## config.mk

```make
export PLATFORM = sky130hd
export DESIGN_NAME = square_matrix_multiply_core
export DESIGN_NICKNAME = d
export VERILOG_FILES = /design/src/rtl/core/sqmm_pkg.sv /design/src/rtl/core/sqmm_store.sv /design/src/rtl/core/sqmm_mac.sv /design/src/rtl/core/square_matrix_multiply_core.sv
export SDC_FILE = /design/constraint.sdc
export NUM_CORES = 2
export LEC_CHECK = 0
export ABC_CLOCK_PERIOD_IN_PS = 7000
export BUFFER_PORTS_ARGS = -buffer_cell sky130_fd_sc_hd__buf_2
export CORE_ASPECT_RATIO = 1.5
export CORE_MARGIN = 4
export CORE_UTILIZATION = 50
export DETAILED_ROUTE_END_ITERATION = 16
export GPL_TIMING_DRIVEN = 0
export PLACE_DENSITY = 0.68
export RECOVER_POWER = 50
export SLEW_MARGIN = 20
export SYNTH_ARGS = -nofsm -noshare
export SYNTH_HDL_FRONTEND = slang
export SYNTH_SLANG_ARGS = --single-unit
```

## constraint.sdc

```tcl
create_clock -name clk -period 7 [get_ports clk]
set_input_delay 1.4 -clock clk [delete_from_list [all_inputs] [get_ports clk]]
set_output_delay 1.4 -clock clk [all_outputs]
set_load 0.03 [all_outputs]
```

## src/rtl/core/sqmm_pkg.sv

```systemverilog
// Shared constants and item types for the square matrix multiplier.
`default_nettype none
package sqmm_pkg;

	localparam int MAX_SIZE    = 8;
	localparam int STORE_DEPTH = MAX_SIZE * MAX_SIZE;
	localparam int ADDR_W      = $clog2(STORE_DEPTH);
	localparam int CNT_W       = ADDR_W + 1;
	localparam int IDX_W       = 3;
	localparam int SIZE_W      = 4;
	localparam int DATA_W      = 32;

	localparam logic [SIZE_W-1:0] SIZE_RESET = SIZE_W'(MAX_SIZE);

	typedef struct packed {
		logic signed [DATA_W-1:0] a_value;
		logic signed [DATA_W-1:0] b_value;
	} in_item_t;

	typedef struct packed {
		logic signed [DATA_W-1:0] product_value;
		logic [IDX_W-1:0]         out_row;
		logic [IDX_W-1:0]         out_col;
		logic                     last_result;
	} out_item_t;

	// Control that travels alongside one operand pair through the MAC.
	typedef struct packed {
		logic valid;
		logic first;
		logic last;
	} mac_ctrl_t;

endpackage
`default_nettype wire

```

## src/rtl/core/sqmm_store.sv

```systemverilog
// Operand memories holding the left and right matrices.
`default_nettype none
module sqmm_store (
	input  wire logic                             clk,
	input  wire logic                             wr_en,
	input  wire logic [sqmm_pkg::ADDR_W-1:0]      wr_addr,
	input  wire logic [sqmm_pkg::DATA_W-1:0]      wr_a,
	input  wire logic [sqmm_pkg::DATA_W-1:0]      wr_b,
	input  wire logic                             rd_en,
	input  wire logic [sqmm_pkg::ADDR_W-1:0]      rd_a_addr,
	input  wire logic [sqmm_pkg::ADDR_W-1:0]      rd_b_addr,
	output logic      [sqmm_pkg::DATA_W-1:0]      rd_a_q,
	output logic      [sqmm_pkg::DATA_W-1:0]      rd_b_q
);

	logic [sqmm_pkg::DATA_W-1:0] left_mem  [sqmm_pkg::STORE_DEPTH];
	logic [sqmm_pkg::DATA_W-1:0] right_mem [sqmm_pkg::STORE_DEPTH];

	always_ff @(posedge clk) begin
		if (wr_en) begin
			left_mem[wr_addr]  <= wr_a;
			right_mem[wr_addr] <= wr_b;
		end
		if (rd_en) begin
			rd_a_q <= left_mem[rd_a_addr];
			rd_b_q <= right_mem[rd_b_addr];
		end
	end

endmodule
`default_nettype wire

```

## src/rtl/core/sqmm_mac.sv

```systemverilog
// Shared multiply-accumulate unit with a registered product stage.
`default_nettype none
module sqmm_mac (
	input  wire logic                        clk,
	input  wire logic                        arst_n,
	input  wire sqmm_pkg::mac_ctrl_t         ctrl,
	input  wire logic [sqmm_pkg::DATA_W-1:0] op_a,
	input  wire logic [sqmm_pkg::DATA_W-1:0] op_b,
	output logic      [sqmm_pkg::DATA_W-1:0] acc_q,
	output logic                             done_q
);

	sqmm_pkg::mac_ctrl_t             ctrl_s1;
	sqmm_pkg::mac_ctrl_t             ctrl_s2;
	logic [sqmm_pkg::DATA_W-1:0]     prod_lo;
	logic [sqmm_pkg::DATA_W-1:0]     prod_s2;

	// Only the low half of the product matters as sums wrap at the data width.
	assign prod_lo = op_a * op_b;

	always_ff @(posedge clk or negedge arst_n) begin
		if (!arst_n) begin
			ctrl_s1 <= '0;
			ctrl_s2 <= '0;
			done_q  <= 1'b0;
		end else begin
			ctrl_s1 <= ctrl;
			ctrl_s2 <= ctrl_s1;
			done_q  <= ctrl_s2.valid & ctrl_s2.last;
		end
	end

	always_ff @(posedge clk) begin
		prod_s2 <= prod_lo;
		if (ctrl_s2.valid) begin
			acc_q <= ctrl_s2.first ? prod_s2 : acc_q + prod_s2;
		end
	end

endmodule
`default_nettype wire

```

## src/rtl/core/square_matrix_multiply_core.sv

```systemverilog
// Top level of the square matrix multiplier: load sequencer, compute sequencer and result register.
`default_nettype none
// The block multiplies two square n-by-n matrices of 32-bit two's complement integers, where n
// is the matrix_size register (reset value 8; 0 behaves as 1 and anything above 8 as 8). Each
// input item carries one element of A and the matching element of B in row-major order, and is
// taken while the block is idle. The item that completes the n*n-th pair starts the
// computation, during which in_ready is low. Every element C[row][col] is formed by one shared
// 32x32 multiply-accumulate unit fed from two 64-entry operand memories, one multiply per cycle
// while the element is accumulating. An element first issues its n operand pairs; its last
// product then passes the memory read, the product register and the accumulator, and the
// element waits in the result register until out_ready takes it. The item that completes a
// load therefore keeps in_ready low until the final element of C has been taken. The elements
// leave in row-major order with their coordinates, the final one carrying last_result; after it
// is taken the block is idle again and loads the next pair of matrices. Sums wrap modulo 2^32.
// The size should only be written while the block is idle.
module square_matrix_multiply_core (
	input  wire logic                           clk,
	input  wire logic                           arst_n,
	input  wire logic                           cfg_write,
	input  wire logic [sqmm_pkg::SIZE_W-1:0]    cfg_data,
	input  wire logic                           in_valid,
	output logic                                in_ready,
	input  wire sqmm_pkg::in_item_t             in_item,
	output logic                                out_valid,
	input  wire logic                           out_ready,
	output sqmm_pkg::out_item_t                 out_item
);

	// Sequencer states.
	typedef enum logic [3:0] {
		ST_IDLE  = 4'b0001,
		ST_CALC  = 4'b0010,
		ST_DRAIN = 4'b0100,
		ST_OUT   = 4'b1000
	} state_t;

	state_t                              state_q;
	logic [sqmm_pkg::SIZE_W-1:0]         size_q;
	logic [sqmm_pkg::SIZE_W-1:0]         size_eff;
	logic [sqmm_pkg::CNT_W-1:0]          load_q;
	logic [sqmm_pkg::CNT_W-1:0]          load_next;
	logic [2*sqmm_pkg::SIZE_W-1:0]       total;
	logic                                in_take;
	logic                                out_take;

	logic [sqmm_pkg::SIZE_W-1:0]         n_q;
	logic [sqmm_pkg::IDX_W-1:0]          nm1;
	logic [sqmm_pkg::IDX_W-1:0]          row_q;
	logic [sqmm_pkg::IDX_W-1:0]          col_q;
	logic [sqmm_pkg::IDX_W-1:0]          k_q;
	logic [sqmm_pkg::ADDR_W-1:0]         row_base_q;
	logic [sqmm_pkg::ADDR_W-1:0]         row_base_next;
	logic [sqmm_pkg::ADDR_W-1:0]         a_addr_q;
	logic [sqmm_pkg::ADDR_W-1:0]         b_addr_q;
	logic                                k_last;
	logic                                col_last;
	logic                                row_last;

	sqmm_pkg::mac_ctrl_t                 mac_ctrl;
	logic [sqmm_pkg::DATA_W-1:0]         rd_a;
	logic [sqmm_pkg::DATA_W-1:0]         rd_b;
	logic [sqmm_pkg::DATA_W-1:0]         acc;
	logic                                mac_done;

	logic                                out_valid_q;
	sqmm_pkg::out_item_t                 out_item_q;

	// Clamp the programmed size into the range the memories can hold.
	always_comb begin
		if (size_q == '0) begin
			size_eff = sqmm_pkg::SIZE_W'(1);
		end else if (size_q > sqmm_pkg::SIZE_W'(sqmm_pkg::MAX_SIZE)) begin
			size_eff = sqmm_pkg::SIZE_W'(sqmm_pkg::MAX_SIZE);
		end else begin
			size_eff = size_q;
		end
	end

	assign total     = (2*sqmm_pkg::SIZE_W)'(size_eff) * (2*sqmm_pkg::SIZE_W)'(size_eff);
	assign load_next = load_q + sqmm_pkg::CNT_W'(1);

	assign in_ready  = (state_q == ST_IDLE);
	assign in_take   = in_valid & in_ready;
	assign out_valid = out_valid_q;
	assign out_item  = out_item_q;
	assign out_take  = out_valid_q & out_ready;

	assign nm1           = sqmm_pkg::IDX_W'(n_q - sqmm_pkg::SIZE_W'(1));
	assign k_last        = (k_q == nm1);
	assign col_last      = (col_q == nm1);
	assign row_last      = (row_q == nm1);
	assign row_base_next = row_base_q + sqmm_pkg::ADDR_W'(n_q);

	// One operand pair is issued to the memories and the MAC each cycle of accumulation.
	always_comb begin
		mac_ctrl.valid = (state_q == ST_CALC);
		mac_ctrl.first = (k_q == '0);
		mac_ctrl.last  = k_last;
	end

	always_ff @(posedge clk or negedge arst_n) begin
		if (!arst_n) begin
			size_q <= sqmm_pkg::SIZE_RESET;
		end else if (cfg_write) begin
			size_q <= cfg_data;
		end
	end

	always_ff @(posedge clk or negedge arst_n) begin
		if (!arst_n) begin
			state_q     <= ST_IDLE;
			load_q      <= '0;
			out_valid_q <= 1'b0;
			n_q         <= sqmm_pkg::SIZE_RESET;
			row_q       <= '0;
			col_q       <= '0;
			k_q         <= '0;
			row_base_q  <= '0;
			a_addr_q    <= '0;
			b_addr_q    <= '0;
		end else begin
			case (state_q)
				ST_IDLE: begin
					if (in_take) begin
						// A shrunken size can leave the count at or past the new total.
						if ({1'b0, load_next} >= total) begin
							load_q     <= '0;
							n_q        <= size_eff;
							row_q      <= '0;
							col_q      <= '0;
							k_q        <= '0;
							row_base_q <= '0;
							a_addr_q   <= '0;
							b_addr_q   <= '0;
							state_q    <= ST_CALC;
						end else begin
							load_q <= load_next;
						end
					end
				end
				ST_CALC: begin
					if (k_last) begin
						state_q <= ST_DRAIN;
					end else begin
						k_q      <= k_q + sqmm_pkg::IDX_W'(1);
						a_addr_q <= a_addr_q + sqmm_pkg::ADDR_W'(1);
						b_addr_q <= b_addr_q + sqmm_pkg::ADDR_W'(n_q);
					end
				end
				ST_DRAIN: begin
					if (mac_done) begin
						out_valid_q <= 1'b1;
						state_q     <= ST_OUT;
					end
				end
				ST_OUT: begin
					if (out_take) begin
						out_valid_q <= 1'b0;
						k_q         <= '0;
						if (row_last && col_last) begin
							state_q <= ST_IDLE;
						end else if (col_last) begin
							col_q      <= '0;
							row_q      <= row_q + sqmm_pkg::IDX_W'(1);
							row_base_q <= row_base_next;
							a_addr_q   <= row_base_next;
							b_addr_q   <= '0;
							state_q    <= ST_CALC;
						end else begin
							col_q    <= col_q + sqmm_pkg::IDX_W'(1);
							a_addr_q <= row_base_q;
							b_addr_q <= sqmm_pkg::ADDR_W'(col_q) + sqmm_pkg::ADDR_W'(1);
							state_q  <= ST_CALC;
						end
					end
				end
				default: begin
					state_q <= ST_IDLE;
				end
			endcase
		end
	end

	// The result register is loaded when the final product of an element has been summed.
	always_ff @(posedge clk) begin
		if (state_q == ST_DRAIN && mac_done) begin
			out_item_q.product_value <= acc;
			out_item_q.out_row       <= row_q;
			out_item_q.out_col       <= col_q;
			out_item_q.last_result   <= row_last & col_last;
		end
	end

	sqmm_store u_store (
		.clk       (clk),
		.wr_en     (in_take),
		.wr_addr   (load_q[sqmm_pkg::ADDR_W-1:0]),
		.wr_a      (in_item.a_value),
		.wr_b      (in_item.b_value),
		.rd_en     (mac_ctrl.valid),
		.rd_a_addr (a_addr_q),
		.rd_b_addr (b_addr_q),
		.rd_a_q    (rd_a),
		.rd_b_q    (rd_b)
	);

	sqmm_mac u_mac (
		.clk    (clk),
		.arst_n (arst_n),
		.ctrl   (mac_ctrl),
		.op_a   (rd_a),
		.op_b   (rd_b),
		.acc_q  (acc),
		.done_q (mac_done)
	);

endmodule
`default_nettype wire

```

After elaboration in Yosys (flattened, before gate mapping)

Memories as Yosys holds them, arrays and structs flattened. A register that Yosys moved wholly into a read port is not among the register bits.
Cells that the tools add are included.

Flip-flop bits (word level): 157
RAM bits: 4096
Memories: 2
Logic and storage cells: 116
Input bits: 73
Output and inout bits: 41

Bitwise gates (word level): 4
Reductions and logical operators: 15
Order comparisons: 2
$mul: 2
$add $sub $neg: 10
Equality and inequality tests: 15
Multiplexer cells: 42

Memory list:

| memory            | depth | bits a word | rd ports | clocked after memory_dff | write ports | line             | source |
|---|---|---|---|---|---|---|---|
| u_store.left_mem  | 64    | 32          | 1        | 1                        | 1           | sqmm_store.sv:16 | `logic [sqmm_pkg::DATA_W-1:0] left_mem [sqmm_pkg::STORE_DEPTH];` |
| u_store.right_mem | 64    | 32          | 1        | 1                        | 1           | sqmm_store.sv:17 | `logic [sqmm_pkg::DATA_W-1:0] right_mem [sqmm_pkg::STORE_DEPTH];` |

Operator list:

| kind                                                  | count |
|---|---|
| two-way mux 6 bit                                     | 9 |
| case mux 6 bit (3 select lines)                       | 2 |
| adder 32 bit                                          | 1 |
| multiplier 32 x 32 -> 32 bit                          | 1 |
| two-way mux 32 bit                                    | 1 |
| two-way mux 4 bit                                     | 8 |
| two-way mux 3 bit                                     | 10 |
| case mux 4 bit (4 select lines)                       | 1 |
| AND reduction 5 bit                                   | 3 |
| adder 6 x 4 -> 6 bit                                  | 2 |
| case mux 3 bit (2 select lines)                       | 2 |
| case mux 6 bit (2 select lines)                       | 1 |
| AND reduction 6 bit                                   | 2 |
| inequality test 2 bit, second input constant          | 5 |
| adder 3 x 1 -> 3 bit, second input constant           | 3 |
| == test 3 bit                                         | 3 |
| case mux 3 bit (3 select lines)                       | 1 |
| greater-or-equal comparator 7 x 8 -> 1 bit            | 1 |
| multiplier 4 x 4 -> 8 bit                             | 1 |
| adder 7 x 1 -> 7 bit, second input constant           | 1 |
| two-way mux 7 bit                                     | 1 |
| adder 6 x 1 -> 6 bit, second input constant           | 1 |
| inequality test 2 x 1 -> 1 bit, second input constant | 3 |
| AND reduction 3 bit                                   | 2 |
| 17 further kinds                                      | 25 |

Logic depth before layout (Yosys ltp)

Word-level depth: 8
Gate-level depth with buffers: 28
Mapped depth without buffers: 26

Modules after synthesis

Synthesis repeated with hierarchy kept, for this count alone.

Cell total of the unflattened synthesis: 9132
Area total of the unflattened synthesis: 180794.6 um2

By module, submodules not included:

| module                      | area an instance (um2) | cells each | instances | seq. area each (um2) |
|---|---|---|---|---|
| sqmm_store                  | 156832.9               | 6600       | 1         | 124919.8 |
| sqmm_mac                    | 19572.5                | 2143       | 1         | 1776.7 |
| square_matrix_multiply_core | 4389.2                 | 389        | 1         | 2351.0 |

Least setup slack after synthesis

No wires, ideal clock.

Path kind: register -> register
From: register u_store.rd_b_q[2] in the netlist's numbering, read port of u_store.right_mem
To: register u_mac.prod_s2[31] in the netlist's numbering
Path slack: 286 ps
Arrival time: 6593 ps
Data required time: 6879 ps
Period minus slack after synthesis: 6714 ps
Library setup time: 121 ps
Stages on the path, launching flop included: 23
Path buffers: 2
Cells stage by stage: edfxtp_1 > clkbuf_1 > clkbuf_1 > and2_1 > fa_1 > inv_1 > fa_1 > fa_1 > fa_1 > inv_1 > fa_1 > fa_1 > fa_1 > fa_1 > ha_1 > a21oi_1 > o21ai_0 > nor3b_1 > o31ai_1 > a21oi_1 > a21oi_1 > a31o_2 > xnor2_1

Longest elaborated chain between the ends: 1

RTL lines:

| item                         | line             | source |
|---|---|---|
| from (decl)                  | sqmm_store.sv:13 | `output logic [sqmm_pkg::DATA_W-1:0] rd_b_q` |
| multiplier 32 x 32 -> 32 bit | sqmm_mac.sv:19   | `assign prod_lo = op_a * op_b;` |
| via u_mac.prod_lo, one bit   | sqmm_mac.sv:15   | `logic [sqmm_pkg::DATA_W-1:0] prod_lo;` |
| to (signal assigned)         | sqmm_mac.sv:34   | `prod_s2 <= prod_lo;` |
| to (decl)                    | sqmm_mac.sv:16   | `logic [sqmm_pkg::DATA_W-1:0] prod_s2;` |

The timed path passes the listed nets, and every way through them passes these cells.
A chain may end at the register's enable or synchronous reset.

Worst setup path in the final report

From: register u_store.rd_a_q[14] in the netlist's numbering, read port of u_store.left_mem
To: register u_mac.prod_s2[31] in the netlist's numbering

Longest elaborated chain between the ends: 1

RTL lines:

| item                         | line             | source |
|---|---|---|
| from (decl)                  | sqmm_store.sv:12 | `output logic [sqmm_pkg::DATA_W-1:0] rd_a_q,` |
| multiplier 32 x 32 -> 32 bit | sqmm_mac.sv:19   |  |
| via u_mac.prod_lo, one bit   | sqmm_mac.sv:15   |  |

The timed path passes the listed nets, and every way through them passes these cells.

==> results.json <==
{
  "setup_viol": 2,
  "drt_iter0_drc": 14400,
  "worstPathMaxFanout": 8,
  "fp.dieArea_sq_mm": 0.371,
  "die_y_microns": 744,
  "hold_buffers": 0,
  "hold_depth": 0,
  "cp.required_ns": 7.81,
  "fmax_mhz": 140,
  "vias_per_cell": 6.53,
  "hpwl_microns": 377000,
  "wl_per_cell_microns": 38.2,
  "htree_levels": 5,
  "hold_end": "u_mac.ctrl_s2[2]$_DFF_PN0_",
  "worst-slew-pin-transition_ns": 4.38,
  "rrSetupSlack_ns": -0.16,
  "synth-main-ff-cell": "edfxtp_1",
  "drc": 0,
  "slew_viol_final": 4285,
  "gr-usage-met2_pct": 48.4,
  "drt_pass1_iterations": 6,
  "num-nets-final": 9967,
  "grt.met3_usage_pct": 6.78,
  "syn_to_final_growth_pct": 15.3,
  "clock_latency_ns": 0.98,
  "min_period_ns": 7.16,
  "status": "finished with violations",
  "netlist_top_cells_count": "4,231 x edfxtp_1, 1,344 x mux4_2, 445 x inv_1",
  "use_met1_pct": 36.9,
  "coreArea_sq_mm": 0.358,
  "yosysWarningCount": 0,
  "postRouteAntennaNets": 0,
  "io_pins": 114,
  "ys_seq_area_share_pct": 71.5,
  "fin_ws_ns": -0.161,
  "fin_tns_setup_ns": -0.204,
  "cp.arrival_ns": 7.97,
  "finalCritPeriodShare_pct": 102,
  "num_rows": 269,
  "fp.dieW_microns": 498,
  "slew_headroom_pct": -192,
  "cts.sinks": 4317,
  "min_from": "u_mac.ctrl_s1[2]$_DFF_PN0_",
  "rsz0062_at_grt": "true",
  "antenna_found_initial": 45,
  "top_usage_layer": "met2",
  "synth_area_per_cell_sq_um": 21.5,
  "r2r-end": "u_mac.prod_s2[31]$_DFF_P_",
  "numCtsBuffers": 381,
  "wl_microns": 549000,
  "design_area_sq_mm": 0.208,
  "cts_tree": "done",
  "cap_violations": 68,
  "hold_viol_final": 0,
  "post-synth-top-area-fraction_pct": 70.4,
  "cts-root-buf": "clkbuf_16",
  "ys_ff_latch": 4317,
  "synth_cell_types": 66,
  "skew_ns": 0.107,
  "drive_above_1_share_pct": 28.7,
  "overflow": 0,
  "clk_pin_slew_ns": 0.06,
  "post_dp_cell_area_sq_mm": 0.194,
  "synth.top_cells.by_area": "edfxtp_1 70%, mux4_2 17%, fa_1 4.6%",
  "vias": 93700,
  "violations": "max-capacitance violations, max-slew violations, negative setup slack",
  "grt_max_degree": 71,
  "start_kind": "flop",
  "synth_edf_count": 4231,
  "synthArstFlopShare_pct": 1.25,
  "grtUsageTotal_pct": 29.6,
  "hp-class": "flop to flop",
  "grt_pass1_vias": 95600,
  "post-synth-top-count-cell": "edfxtp_1",
  "netlist_instances": 8391,
  "globalplace.congestion": 0.954,
  "ff2ff_path_depth": 22,
  "end_kind": "flop",
  "crit_type": "flop to flop",
  "grt_pass1_wl_microns": 757000,
  "start_util_pct": 50.3,
  "yosysTopAreaCell": "edfxtp_1",
  "numPortBuffers": 113,
  "cts_buffer_depth": 4,
  "timing.rr.start": "u_store.rd_a_q[14]$_DFFE_PP_",
  "syn-cell-area_sq_mm": 0.180
}
routing by layer:
layer	vias up	routed length, microns	share of wire [%]
met5	-	190	0.035
met4	26	37300	6.8
met3	1386	60600	11
met2	6741	269000	49
met1	50000	181000	33
li1	35600	-	-
cells in the final DEF (no fill, tap or decap), drive strengths merged, types with 32 or more instances in the layout:
cell    count
a21oi      64
and2      282
buf       612
bufinv     33
clkbuf    778
clkinv    168
dfrtp      51
dfxtp      32
edfxtp   4231
fa        412
ha        178
inv       457
mux4     1344
nand2     347
nor2      129
o21ai      88
xnor2      95
xor2       39
worst max path at each step:
stage                                            start                                 end  slack (ns)
final                     u_store.rd_a_q[14]$_DFFE_PP_           u_mac.prod_s2[31]$_DFF_P_       -0.16
after global routing      u_store.rd_a_q[14]$_DFFE_PP_           u_mac.prod_s2[31]$_DFF_P_       -0.30
after CTS                  u_store.rd_b_q[2]$_DFFE_PP_           u_mac.prod_s2[31]$_DFF_P_       -0.17
after detailed placement   u_store.rd_b_q[3]$_DFFE_PP_           u_mac.prod_s2[31]$_DFF_P_       -2.28
after global placement                        in_valid  u_store.right_mem[9][25]$_DFFE_PP_       -4.52
after floorplan            u_store.rd_b_q[2]$_DFFE_PP_           u_mac.prod_s2[31]$_DFF_P_        0.29
registers in the layout (all words and copies together), names as in the netlist, 7 cells and up:
signal,cells
load_q,7
out_item,39
u_mac.acc_q,32
u_mac.prod_s2,32
u_store.left_mem,2048
u_store.rd_a_q,32
u_store.rd_b_q,32
u_store.right_mem,2048
through the flow:
| stage | hold slack [ns] | std cells | setup WS, ns | utilization, % |
|---|---|---|---|---|
| after detailed placement | 0.340 | 13600 | -2.28 | 54.2 |
| final | 0.351 | 14400 | -0.161 | 58.0 |
| after global placement | 0.332 | 13200 | -4.52 | 52.1 |
| after global routing | 0.364 | 14400 | -0.295 | 58.0 |
| after CTS | 0.355 | 14300 | -0.172 | 58.0 |
| after floorplan | 0.331 | 8392 | 0.286 | - |
worst max-delay path, stage by stage (launching register included):
cell and delay (ns):
edfxtp_1 0.54, buf_4 0.26, and2_1 0.19, fa_1 0.59
fa_1 0.45, fa_1 0.51, inv_1 0.05, fa_1 0.56
inv_2 0.05, fa_1 0.46, fa_1 0.60, fa_1 0.45
fa_1 0.55, ha_4 0.24, a21oi_4 0.22, o21ai_4 0.10
buf_6 0.13, a21oi_4 0.20, o31ai_4 0.14, a21oi_2 0.22
a21oi_2 0.09, a31o_2 0.27, xnor2_2 0.13
logic make-up (layout without fill, tap and decap cells):
kind of cell	Yosys count	after routing	synth area share, %
AO/OA/AOI/OAI	254	254	0.868
XOR/XNOR	134	134	0.655
adder cells (fa/ha/maj)	590	590	5.81
buffers and inverters	860	2072	1.85
flip-flops	4317	4317	71.5
multiplexers	1360	1360	16.9
other	1	18	0.00208
AND/OR/NAND/NOR	875	875	2.38
layout make-up:
type	instances	area (sq um)
multi-input combinational	3215	48700
tap	4742	5930
sequential	4317	129000
buffer	398	2210
timing repair buffer	544	8350
antenna	16	40.0
clock buffer	448	9910
clock inverter	235	2140
fill	25200	150000
inverter	447	1690
timing repair:
item	in CTS	in global routing
endpoints found under the setup margin	16	10
gates resized for setup	211	34
setup buffers	99	11
pin swaps	49	28
gates cloned	0	0
Power is not shown: default switching activity piles up to over one toggle a cycle in this logic, so the estimate is an artifact.
